==> src/rtl/ntc_sample_smoother_defines.svh <==
// assertion macros shared by the thermistor smoother rtl
// needs i_clk and i_rst_n in scope at the point of use
`ifndef NTC_SAMPLE_SMOOTHER_DEFINES_SVH
`define NTC_SAMPLE_SMOOTHER_DEFINES_SVH

// same-cycle implication, checked outside reset
`define NSS_ASSERT_NOW(label, ante, cons, msg) \
    label: assert property (@(posedge i_clk) disable iff (!i_rst_n) \
        (ante) |-> (cons)) else $error(msg);

// next-cycle implication, checked outside reset
`define NSS_ASSERT_NEXT(label, ante, cons, msg) \
    label: assert property (@(posedge i_clk) disable iff (!i_rst_n) \
        (ante) |=> (cons)) else $error(msg);

`endif

==> src/rtl/nss_pkg.sv <==
// shared widths, curve coefficients and types for the thermistor smoother
// no dependencies
package nss_pkg;

    localparam int SAMPLE_BITS    = 12;
    localparam int PRESCALE_SHIFT = 3;
    localparam int LEVEL_BITS     = SAMPLE_BITS - PRESCALE_SHIFT;
    localparam int FRACTION_BITS  = 16;
    localparam int STATE_BITS     = LEVEL_BITS + FRACTION_BITS;
    localparam int ALPHA_BITS     = 16;
    localparam int TEMP_BITS      = 8;

    // shared multiplier operands and product
    localparam int OPA_BITS  = STATE_BITS + 1;
    localparam int OPB_BITS  = ALPHA_BITS + 2;
    localparam int PROD_BITS = OPA_BITS + OPB_BITS;

    // curve arithmetic, signed q.16
    localparam int CURVE_FRAC = 16;
    localparam int CURVE_BITS = 27;
    localparam int SLOPE_BITS = 16;
    localparam int OFFS_BITS  = 25;

    localparam logic [ALPHA_BITS-1:0] ALPHA_RESET = ALPHA_BITS'(64225);

    localparam logic [LEVEL_BITS-1:0] CURVE_TOP    = LEVEL_BITS'(498);
    localparam logic [LEVEL_BITS-1:0] CURVE_B20    = LEVEL_BITS'(476);
    localparam logic [LEVEL_BITS-1:0] CURVE_B40    = LEVEL_BITS'(435);
    localparam logic [LEVEL_BITS-1:0] CURVE_B60    = LEVEL_BITS'(371);
    localparam logic [LEVEL_BITS-1:0] CURVE_B100   = LEVEL_BITS'(208);
    localparam logic [LEVEL_BITS-1:0] CURVE_BOTTOM = LEVEL_BITS'(76);

    localparam logic [SLOPE_BITS-1:0] K1_SLOPE = SLOPE_BITS'(59054);
    localparam logic [OFFS_BITS-1:0]  K1_OFFS  = OFFS_BITS'(29482025);
    localparam logic [SLOPE_BITS-1:0] K2_SLOPE = SLOPE_BITS'(31674);
    localparam logic [OFFS_BITS-1:0]  K2_OFFS  = OFFS_BITS'(16458711);
    localparam logic [SLOPE_BITS-1:0] K3_SLOPE = SLOPE_BITS'(20165);
    localparam logic [OFFS_BITS-1:0]  K3_OFFS  = OFFS_BITS'(11441930);
    localparam logic [SLOPE_BITS-1:0] K4_SLOPE = SLOPE_BITS'(15820);
    localparam logic [OFFS_BITS-1:0]  K4_OFFS  = OFFS_BITS'(9816637);
    localparam logic signed [OPB_BITS-1:0] K5_SQ = OPB_BITS'(79);
    localparam logic [SLOPE_BITS-1:0] K5_SLOPE = SLOPE_BITS'(45954);
    localparam logic [OFFS_BITS-1:0]  K5_OFFS  = OFFS_BITS'(12814909);

    // curve value is (sq * L - slope) * L + offs
    typedef struct packed {
        logic                       on_curve;
        logic signed [OPB_BITS-1:0] sq;
        logic [SLOPE_BITS-1:0]      slope;
        logic [OFFS_BITS-1:0]       offs;
    } t_coef;

endpackage

==> src/rtl/nss_mult.sv <==
// shared signed multiplier with registered product
// depends on nss_pkg
module nss_mult (
    input  logic                                 i_clk,
    input  logic signed [nss_pkg::OPA_BITS-1:0]  i_op_a,
    input  logic signed [nss_pkg::OPB_BITS-1:0]  i_op_b,
    output logic signed [nss_pkg::PROD_BITS-1:0] o_prod
);
    import nss_pkg::*;

    logic signed [PROD_BITS-1:0] r_prod;

    always_ff @(posedge i_clk) begin
        r_prod <= PROD_BITS'(i_op_a) * PROD_BITS'(i_op_b);
    end

    assign o_prod = r_prod;

endmodule

==> src/rtl/nss_curve_seg.sv <==
// segment decode of the ntc curve: picks coefficients for a level
// depends on nss_pkg
module nss_curve_seg (
    input  logic [nss_pkg::LEVEL_BITS-1:0] i_level,
    output nss_pkg::t_coef                 o_coef
);
    import nss_pkg::*;

    always_comb begin
        o_coef.on_curve = (i_level >= CURVE_BOTTOM) && (i_level <= CURVE_TOP);
        o_coef.sq       = '0;
        if (i_level >= CURVE_B20) begin
            o_coef.slope = K1_SLOPE;
            o_coef.offs  = K1_OFFS;
        end else if (i_level >= CURVE_B40) begin
            o_coef.slope = K2_SLOPE;
            o_coef.offs  = K2_OFFS;
        end else if (i_level >= CURVE_B60) begin
            o_coef.slope = K3_SLOPE;
            o_coef.offs  = K3_OFFS;
        end else if (i_level >= CURVE_B100) begin
            o_coef.slope = K4_SLOPE;
            o_coef.offs  = K4_OFFS;
        end else begin
            // quadratic segment at the hot end
            o_coef.sq    = K5_SQ;
            o_coef.slope = K5_SLOPE;
            o_coef.offs  = K5_OFFS;
        end
    end

endmodule

==> src/rtl/ntc_sample_smoother.sv <==
// top level of the thermistor sample smoother: sequencer, filter state, output register
// depends on nss_pkg, nss_mult, nss_curve_seg and ntc_sample_smoother_defines.svh
//
// input channel: i_in_valid / o_in_stall carry one 12-bit converter reading per item.
// output channel: o_out_valid / i_out_stall carry filtered temp, raw temp and the
// integer filter level. i_cfg_we writes the 16-bit smoothing weight (q0.16); only
// while no item is in flight; the user must keep to this, as the block does not enforce it.
// each item runs on one shared 26x18 multiplier under a small sequencer: one filter
// multiply, one state update, then two multiplies and one add per curve evaluation,
// done for the filtered and the unfiltered level, and a done state that loads the result.
// the states run in the order FILT, UPD, MUL1, MUL2, ADD, MUL1, MUL2, ADD, DONE, and
// o_out_valid is registered as DONE loads the result; a new item is only accepted in
// IDLE, once the previous item has left DONE.
// o_in_stall is high while an item is being worked on.
// reset clears the filter state to zero, the weight to 64225 and drops o_out_valid.
// a stalled result stays on the outputs; the next item is still taken and computed,
// and waits in its load cycle until the pending result has been taken.
`include "ntc_sample_smoother_defines.svh"

module ntc_sample_smoother (
    input  logic                                 i_clk,
    input  logic                                 i_rst_n,
    input  logic                                 i_cfg_we,
    input  logic [nss_pkg::ALPHA_BITS-1:0]       i_cfg_data,
    input  logic                                 i_in_valid,
    output logic                                 o_in_stall,
    input  logic [nss_pkg::SAMPLE_BITS-1:0]      i_adc_sample,
    output logic                                 o_out_valid,
    input  logic                                 i_out_stall,
    output logic [nss_pkg::TEMP_BITS-1:0]        o_filtered_temp,
    output logic [nss_pkg::TEMP_BITS-1:0]        o_raw_temp,
    output logic [nss_pkg::LEVEL_BITS-1:0]       o_filtered_level
);
    import nss_pkg::*;

    localparam logic [2:0] S_IDLE = 3'd0;
    localparam logic [2:0] S_FILT = 3'd1;
    localparam logic [2:0] S_UPD  = 3'd2;
    localparam logic [2:0] S_MUL1 = 3'd3;
    localparam logic [2:0] S_MUL2 = 3'd4;
    localparam logic [2:0] S_ADD  = 3'd5;
    localparam logic [2:0] S_DONE = 3'd6;

    localparam int HI_BITS = PROD_BITS - ALPHA_BITS;

    logic [2:0]                  r_state, n_state;
    logic                        r_sel_raw;
    logic [ALPHA_BITS-1:0]       r_alpha;
    logic [STATE_BITS-1:0]       r_y;
    logic [LEVEL_BITS-1:0]       r_level;
    logic signed [OPA_BITS-1:0]  r_diff;
    logic [TEMP_BITS-1:0]        r_ftemp;
    logic [TEMP_BITS-1:0]        r_rtemp;
    logic                        r_out_valid;
    logic [TEMP_BITS-1:0]        r_out_ftemp;
    logic [TEMP_BITS-1:0]        r_out_rtemp;
    logic [LEVEL_BITS-1:0]       r_out_level;

    logic                        in_accept;
    logic                        out_free;
    logic [LEVEL_BITS-1:0]       in_level;
    logic [LEVEL_BITS-1:0]       cur_level;
    t_coef                       coef;
    logic signed [OPA_BITS-1:0]  op_a;
    logic signed [OPB_BITS-1:0]  op_b;
    logic signed [PROD_BITS-1:0] prod;
    logic signed [OPB_BITS-1:0]  lin_term;
    logic signed [HI_BITS-1:0]   prod_hi;
    logic signed [HI_BITS:0]     upd_sum;
    logic signed [CURVE_BITS-1:0] curve_t;
    logic [TEMP_BITS-1:0]        curve_temp;
    logic                        load_out;
    logic                        out_off_curve;
    logic                        out_held;

    assign o_in_stall = (r_state != S_IDLE);
    assign in_accept  = i_in_valid && !o_in_stall;
    assign out_free   = !r_out_valid || !i_out_stall;
    assign in_level   = i_adc_sample[SAMPLE_BITS-1:PRESCALE_SHIFT];
    assign cur_level  = r_sel_raw ? r_level : r_y[STATE_BITS-1:FRACTION_BITS];

    nss_curve_seg u_seg (
        .i_level (cur_level),
        .o_coef  (coef)
    );

    nss_mult u_mult (
        .i_clk  (i_clk),
        .i_op_a (op_a),
        .i_op_b (op_b),
        .o_prod (prod)
    );

    // y' = x + ((alpha * (y - x)) >>> 16), exact form of the convex mix
    assign prod_hi = prod[PROD_BITS-1:ALPHA_BITS];
    assign upd_sum = (HI_BITS+1)'($signed({1'b0, r_level, FRACTION_BITS'(0)}))
                   + (HI_BITS+1)'(prod_hi);

    assign lin_term = prod[OPB_BITS-1:0] - $signed({2'b00, coef.slope});
    assign curve_t  = prod[CURVE_BITS-1:0] + $signed({2'b00, coef.offs});

    always_comb begin
        if (!coef.on_curve || curve_t[CURVE_BITS-1]) begin
            curve_temp = '0;
        end else if (|curve_t[CURVE_BITS-2:CURVE_FRAC+TEMP_BITS]) begin
            curve_temp = '1;
        end else begin
            curve_temp = curve_t[CURVE_FRAC+TEMP_BITS-1:CURVE_FRAC];
        end
    end

    always_comb begin
        op_a = '0;
        op_b = '0;
        unique case (r_state)
            S_FILT: begin
                op_a = r_diff;
                op_b = $signed({2'b00, r_alpha});
            end
            S_MUL1: begin
                op_a = $signed({(OPA_BITS-LEVEL_BITS)'(0), cur_level});
                op_b = coef.sq;
            end
            S_MUL2: begin
                op_a = OPA_BITS'(lin_term);
                op_b = $signed({(OPB_BITS-LEVEL_BITS)'(0), cur_level});
            end
            S_IDLE, S_UPD, S_ADD, S_DONE: begin
                op_a = '0;
                op_b = '0;
            end
            default: begin
                op_a = '0;
                op_b = '0;
            end
        endcase
    end

    always_comb begin
        n_state = r_state;
        unique case (r_state)
            S_IDLE: if (in_accept) n_state = S_FILT;
            S_FILT: n_state = S_UPD;
            S_UPD:  n_state = S_MUL1;
            S_MUL1: n_state = S_MUL2;
            S_MUL2: n_state = S_ADD;
            S_ADD:  n_state = r_sel_raw ? S_DONE : S_MUL1;
            S_DONE: if (out_free) n_state = S_IDLE;
            default: n_state = S_IDLE;
        endcase
    end

    always_ff @(posedge i_clk) begin
        if (!i_rst_n) begin
            r_state     <= S_IDLE;
            r_sel_raw   <= 1'b0;
            r_alpha     <= ALPHA_RESET;
            r_y         <= '0;
            r_out_valid <= 1'b0;
        end else begin
            r_state <= n_state;
            if (i_cfg_we) begin
                r_alpha <= i_cfg_data;
            end
            if (r_state == S_UPD) begin
                r_y       <= upd_sum[STATE_BITS-1:0];
                r_sel_raw <= 1'b0;
            end
            if (r_state == S_ADD) begin
                r_sel_raw <= 1'b1;
            end
            if (r_state == S_DONE && out_free) begin
                r_out_valid <= 1'b1;
            end else if (!i_out_stall) begin
                r_out_valid <= 1'b0;
            end
        end
    end

    always_ff @(posedge i_clk) begin
        if (in_accept) begin
            r_level <= in_level;
            r_diff  <= $signed({1'b0, r_y})
                     - $signed({1'b0, in_level, FRACTION_BITS'(0)});
        end
        if (r_state == S_ADD) begin
            if (r_sel_raw) begin
                r_rtemp <= curve_temp;
            end else begin
                r_ftemp <= curve_temp;
            end
        end
        if (r_state == S_DONE && out_free) begin
            r_out_ftemp <= r_ftemp;
            r_out_rtemp <= r_rtemp;
            r_out_level <= r_y[STATE_BITS-1:FRACTION_BITS];
        end
    end

    assign o_out_valid      = r_out_valid;
    assign o_filtered_temp  = r_out_ftemp;
    assign o_raw_temp       = r_out_rtemp;
    assign o_filtered_level = r_out_level;

    assign load_out      = (r_state == S_DONE) && out_free;
    assign out_off_curve = o_out_valid
                         && ((o_filtered_level < CURVE_BOTTOM) || (o_filtered_level > CURVE_TOP));
    assign out_held      = o_out_valid && i_out_stall;

    `NSS_ASSERT_NEXT(a_accept_starts, in_accept, r_state == S_FILT, "item not started")
    `NSS_ASSERT_NEXT(a_done_loads, load_out, o_out_valid && (r_state == S_IDLE), "no result")
    `NSS_ASSERT_NOW(a_off_curve_zero, out_off_curve, o_filtered_temp == '0, "off-curve temp")
    `NSS_ASSERT_NEXT(a_stall_holds, out_held, o_out_valid && $stable(o_filtered_level), "held")

endmodule

==> config.mk <==
export PLATFORM = sky130hd
export DESIGN_NAME = ntc_sample_smoother
export DESIGN_NICKNAME = d
export VERILOG_FILES = /design/src/rtl/nss_pkg.sv /design/src/rtl/nss_mult.sv /design/src/rtl/nss_curve_seg.sv /design/src/rtl/ntc_sample_smoother.sv
export VERILOG_INCLUDE_DIRS = /design/src /design/src/rtl
export SDC_FILE = /design/constraint.sdc
export NUM_CORES = 1
export LEC_CHECK = 0
export BUFFER_PORTS_ARGS = -buffer_cell sky130_fd_sc_hd__buf_4
export CAP_MARGIN = 15
export CORE_ASPECT_RATIO = 1.1
export CORE_MARGIN = 3
export CORE_UTILIZATION = 66
export CTS_CLUSTER_SIZE = 28
export DETAILED_ROUTE_END_ITERATION = 16
export GPL_TIMING_DRIVEN = 0
export PLACE_DENSITY_LB_ADDON = 0.05
export SLEW_MARGIN = 20
export SYNTH_ARGS = -nofsm -noshare
export SYNTH_HDL_FRONTEND = slang
export SYNTH_HIERARCHICAL = 1
export SYNTH_SLANG_ARGS = --single-unit
==> constraint.sdc <==
create_clock -name i_clk -period 11.9 [get_ports i_clk]
set_input_delay 1.785 -clock i_clk [delete_from_list [all_inputs] [get_ports i_clk]]
set_output_delay 1.785 -clock i_clk [all_outputs]
set_load 0.03 [all_outputs]
=== Word-level counts from Yosys, hierarchy flattened ===
Index checks and enable logic that the tools add are counted.
W data, S select, Z words.

* Register bits after elaboration: 163
* Output and inout bits: 27
* Word-level logic and storage cells: 71

* $add $sub $neg: 4
* Multipliers: 1
* Order comparisons: 6
* Eq/ne operators: 9
* Mux-type cells: 21
* Bitwise gates (word level): 1
* Reductions and logical operators: 16

{| class="wikitable"
|+ Operators by type and width
! cell !! count
|-
| $mux W41 || 4
|-
| $pmux W26 S3 || 1
|-
| $mux W18 || 3
|-
| $pmux W18 S3 || 1
|-
| $mul A26 B18 Y41 || 1
|-
| $add A27 B25 Y27 || 1
|-
| $ge A9 B9 Y1 const B || 3
|-
| $sub A25 B25 Y26 || 1
|-
| $add A25 B25 Y25 || 1
|-
| $pmux W3 S7 || 1
|-
| $sub A18 B16 Y18 || 1
|-
| $mux W8 || 2
|-
| $eq A3 B3 Y1 const B || 3
|-
| $ge A9 B7 Y1 const B || 1
|-
| $ge A9 B8 Y1 const B || 1
|-
| $le A9 B9 Y1 const B || 1
|-
| $mux W3 || 3
|-
| $mux W9 || 1
|-
| $mux W7 || 1
|-
| $eq A3 B2 Y1 const B || 2
|-
| $reduce_and A2 Y1 || 3
|-
| $logic_not A1 Y1 || 4
|-
| $mux W1 || 4
|-
| $ne A2 B2 Y1 const B || 2
|-
| other kinds (9) || 12
|}

=== Logic depth before layout (Yosys ltp) ===
* Word-level depth: 10
* Mapped depth: 45
* Mapped depth without buffers: 40

=== By module ===
Netlist, hierarchy kept.

{| class="wikitable"
|+ By module, submodules not included
! module !! instances !! cells each !! area each (um^2) !! sequential area each (um^2)
|-
| nss_mult || 1 || 1971 || 17661.9 || 880.8
|-
| ntc_sample_smoother || 1 || 740 || 7219.4 || 3203.1
|-
| nss_curve_seg || 1 || 102 || 680.7 || 0.0
|}

=== Worst setup path after synthesis ===
Ideal clock, no wire load.

* Path type: reg-to-reg
* Start point: register r_sel_raw
* End point: register u_mult.r_prod[40], in the netlist u_mult/o_prod[40]
* Setup time: 120 ps
* Arrival time: 9762 ps
* Required time: 11780 ps
* Path slack: 2018 ps
* Cell stages (with the launch flop): 43
* Buffers on the path: 5
* Clock period less this slack: 9882 ps
* Cell sequence: dfxtp_1 -> clkbuf_1 -> buf_1 -> mux2i_1 -> inv_1 -> a211oi_2 -> o21ai_1 -> and3_1 -> buf_4 -> inv_1 -> ha_1 -> nor2b_1 -> o21a_1 -> o21ai_0 -> a22o_1 -> o21ai_0 -> a31oi_1 -> nor3_1 -> [... 7 more ...] -> inv_1 -> ha_1 -> inv_1 -> fa_1 -> inv_1 -> fa_1 -> inv_1 -> fa_1 -> inv_1 -> ha_1 -> clkbuf_1 -> a21o_1 -> a31oi_1 -> a31oi_1 -> and4b_1 -> nor2_2 -> a21o_1 -> a211o_1

{| class="wikitable"
|+ RTL lines
! item !! RTL line !! text
|-
| from (decl) || ntc_sample_smoother.sv:47 || <nowiki>logic r_sel_raw;</nowiki>
|-
| from (signal assigned) || ntc_sample_smoother.sv:156 || <nowiki>r_sel_raw <= 1'b0;</nowiki>
|-
| from (signal assigned) || ntc_sample_smoother.sv:167 || <nowiki>r_sel_raw <= 1'b0;</nowiki>
|-
| from (signal assigned) || ntc_sample_smoother.sv:170 || <nowiki>r_sel_raw <= 1'b1;</nowiki>
|-
| to (signal assigned) || nss_mult.sv:14 || <nowiki>r_prod <= PROD_BITS'(i_op_a) * PROD_BITS'(i_op_b);</nowiki>
|-
| to (decl) || nss_mult.sv:11 || <nowiki>logic signed [PROD_BITS-1:0] r_prod;</nowiki>
|}

==> summary.log <==
[job] max_cap viols 0
[worst_hold_path] Worst Hold Path Cells 0
[floorplanning] height of the chip 209 µm
[global_route] wire length of the first global-routing pass 111000 µm
[power] Leak 0.0130 µW
[floorplanning] effective utilization at floorplan 67.8%
[detailed_routing] highest metal layer with signal wires met4
[worst_setup_path] critical path's largest stage delay 0.68 ns
[detailed_routing] number of vias after detailed routing 19016
[power] Max IR drop VDD 0.123 mV
[worst_hold_path] Hold Crit Start r_ftemp[7]$_DFFE_PP_
[clock_tree] clock transition at the registers of the reported paths 0.07 ns
[cells_and_area] fraction of final layout cells with drive strength greater than 1 6.74%
[cells_and_area] design area 26600 µm²
[synthesis] syn avg cell area 9.11 µm²
[worst_setup_path] Worst R2R Start r_sel_raw$_SDFFE_PN0P_
[clock_tree] clock buffer count from CTS 17
[place] number of instances in the placed design 3280
[place] total placed instance area 25900 µm²
[worst_hold_path] path type of the worst min-delay path flop to flop
[clock_tree] number of setup buffers added after CTS 0
[worst_setup_path] library cell contributing the largest single delay on the critical path sky130_fd_sc_hd__fa_1
[detailed_routing] Routed WL 71000 µm
[worst_setup_path] R2R Setup Slk 0.37 ns
[floorplanning] area of the core 36600 µm²
[worst_setup_path] arrival time at the worst endpoint 11.88 ns
[clock_tree] Root Buffer sky130_fd_sc_hd__clkbuf_16
[worst_setup_path] critical path required time 12.24 ns
[global_route] vias in the first global route 19797
[sta] peak clock frequency supported by timing 86.7 MHz
[worst_setup_path] crit path launch r_sel_raw$_SDFFE_PN0P_
[global_route] antenna violations before repair 1
[detailed_routing] total met3 wirelength after detailed routing 5890 µm
[clock_tree] TritonCTS clock tree done
[global_route] total track usage 36.6%
[sta] slew at the pin closest to its max-slew limit 1.18 ns
[power] power density relative to cell area 96.9 nW/µm²
[sta] clock period minus final worst setup slack 11.53 ns
[detailed_routing] total met2 wirelength after detailed routing 33500 µm
[sta] Final Hold Viols 0
[detailed_routing] final routed DRC violation total 0
[worst_setup_path] kind of cell with the highest combined delay on the critical path adder cells
[outcome] outcome finished clean
[worst_setup_path] Critical Setup Path Class flop to flop
[detailed_routing] first drt pass iteration count 6
[synthesis] synth warn 6
[clock_tree] number of H-tree branching levels 4
[global_route] global route overflow 0
[worst_setup_path] type of element capturing the critical path flop
[place] total of buffers placed on input and output ports 54
[worst_setup_path] kind of start point of the critical path flop
[detailed_routing] routed len/inst 21.5 µm
[synthesis] Cell Area, Synth 24800 µm²
[floorplanning] total die area 40000 µm²
[floorplanning] number of ports placed on the die boundary 60
[detailed_routing] wire length on met1 27400 µm
[sta] final worst clock skew 0.0148 ns
[clock_tree] worst-case clock buffer depth 2
[sta] sum of negative setup slack 0 ns
[detailed_routing] antenna violation net count after detailed routing 0
[place] routability-driven placement congestion ratio 1.00
[worst_setup_path] endpoint of the most critical register-to-register path u_mult/o_prod[37]$_DFF_P_
[detailed_routing] routed vias/inst 5.75
[worst_setup_path] maximum net fanout on the critical path 10
[power] PnR Total Power 2570 µW
[floorplanning] Die Span X 191 µm
[cells_and_area] Final Net Count 3449
[clock_tree] CTS sink cnt 163
[synthesis] synthesized netlist cell count 2725
[sta] Max-Slew Margin vs Limit 21.0%
[clock_tree] hold buffers post-CTS 0
[sta] setup violators final 0
[clock_tree] latest clock arrival within the worst-skew pair 0.43 ns
[sta] Tcrit/Tclk final 96.9%
[cells_and_area] area growth from synthesis to layout 7.04%
[worst_setup_path] number of buffer and inverter stages on the critical path 12
[worst_setup_path] most frequent cell on the critical path sky130_fd_sc_hd__inv_1
[cells_and_area] post-layout instance count excluding filler cells 3308
[worst_setup_path] R2R cell count 40
[detailed_routing] initial detailed-routing violation count 1505
[floorplanning] site row count 73
[place] DPL Wire Length 57600 µm
[worst_hold_path] endpoint of the worst hold path o_filtered_temp[7]$_DFFE_PP_
[global_route] pin count of the biggest net entering global routing 27
[sta] final slew viol count 0
[layout make-up]
cell class,instances,area [µm²]
Clock buffer,20,457
Buffer,149,759
Clock inverter,12,141
Fill cell,2862,10100
Inverter,594,2230
Multi-Input combinational cell,1827,17900
Timing Repair Buffer,55,425
Sequential cell,163,4020
Tap cell,487,609
Antenna cell,1,2.50
[metrics by stage]
step / setup slack [ns] / utilization (%) / hold slack [ns]
floorplan: 2.17 / - / 0.400
global placement: -0.123 / 70.7 / 0.403
detailed placement: -0.124 / 70.7 / 0.407
CTS: 0.198 / 72.4 / 0.422
global route: -0.0145 / 72.5 / 0.428
finish: 0.366 / 72.5 / 0.422
[flip-flops by register name, summed over array words and instances (netlist names)]
register          flops
r_alpha              16
r_rtemp               8
o_filtered_temp       8
r_ftemp               8
r_sel_raw             1
o_raw_temp            8
u_mult/o_prod        41
r_state               3
r_y                  25
o_out_valid           1
r_diff               26
r_level               9
o_filtered_level      9
[worst max path at each step]
stage / to / slack (ns) / cells after the start
final: u_mult/o_prod[37]$_DFF_P_ / 0.37 / 40
after global routing: u_mult/o_prod[40]$_DFF_P_ / -0.01 / 40
after CTS: u_mult/o_prod[40]$_DFF_P_ / 0.20 / 43
after detailed placement: u_mult/o_prod[40]$_DFF_P_ / -0.12 / 43
after global placement: u_mult/o_prod[36]$_DFF_P_ / -0.12 / 39
after floorplan: u_mult/o_prod[40]$_DFF_P_ / 2.17 / 42
[cells in the final DEF (no fill, tap or decap), drive strengths merged, types with 9 or more instances in the layout]
cell type    n
inv        599
fa         446
nand2      383
and2       182
ha         163
clkbuf     121
a21oi      104
buf        102
dfxtp       87
nor2        82
edfxtp      76
o21ai       65
mux2i       42
a21o        38
xnor2       38
a21boi      28
xor2        25
nor2b       23
nand2b      22
o22ai       20
nand3       19
conb        15
nor3        12
nand4       11
and3        11
o21a         9
a31oi        9
a211oi       9
[metal layers]
metal,GRT usage (%),up-vias
met4,18.1,0
li1,-,8423
met1,47.4,9483
met2,58.8,898
met5,0,-
met3,7.75,212
[timing repair]
action                                  CTS  global route
endpoints found under the setup margin    7            18
resized for setup                         4            26
hold endpoints to repair                  0             0
[where the power goes]
| group | switching (µW) | internal, µW | total, µW |
|---|---|---|---|
| sequential | 66.3 | 667 | 733 |
| clock | 241 | 325 | 565 |
| combinational | 808 | 468 | 1280 |
Note: power is estimated with default switching activity, not from simulation.
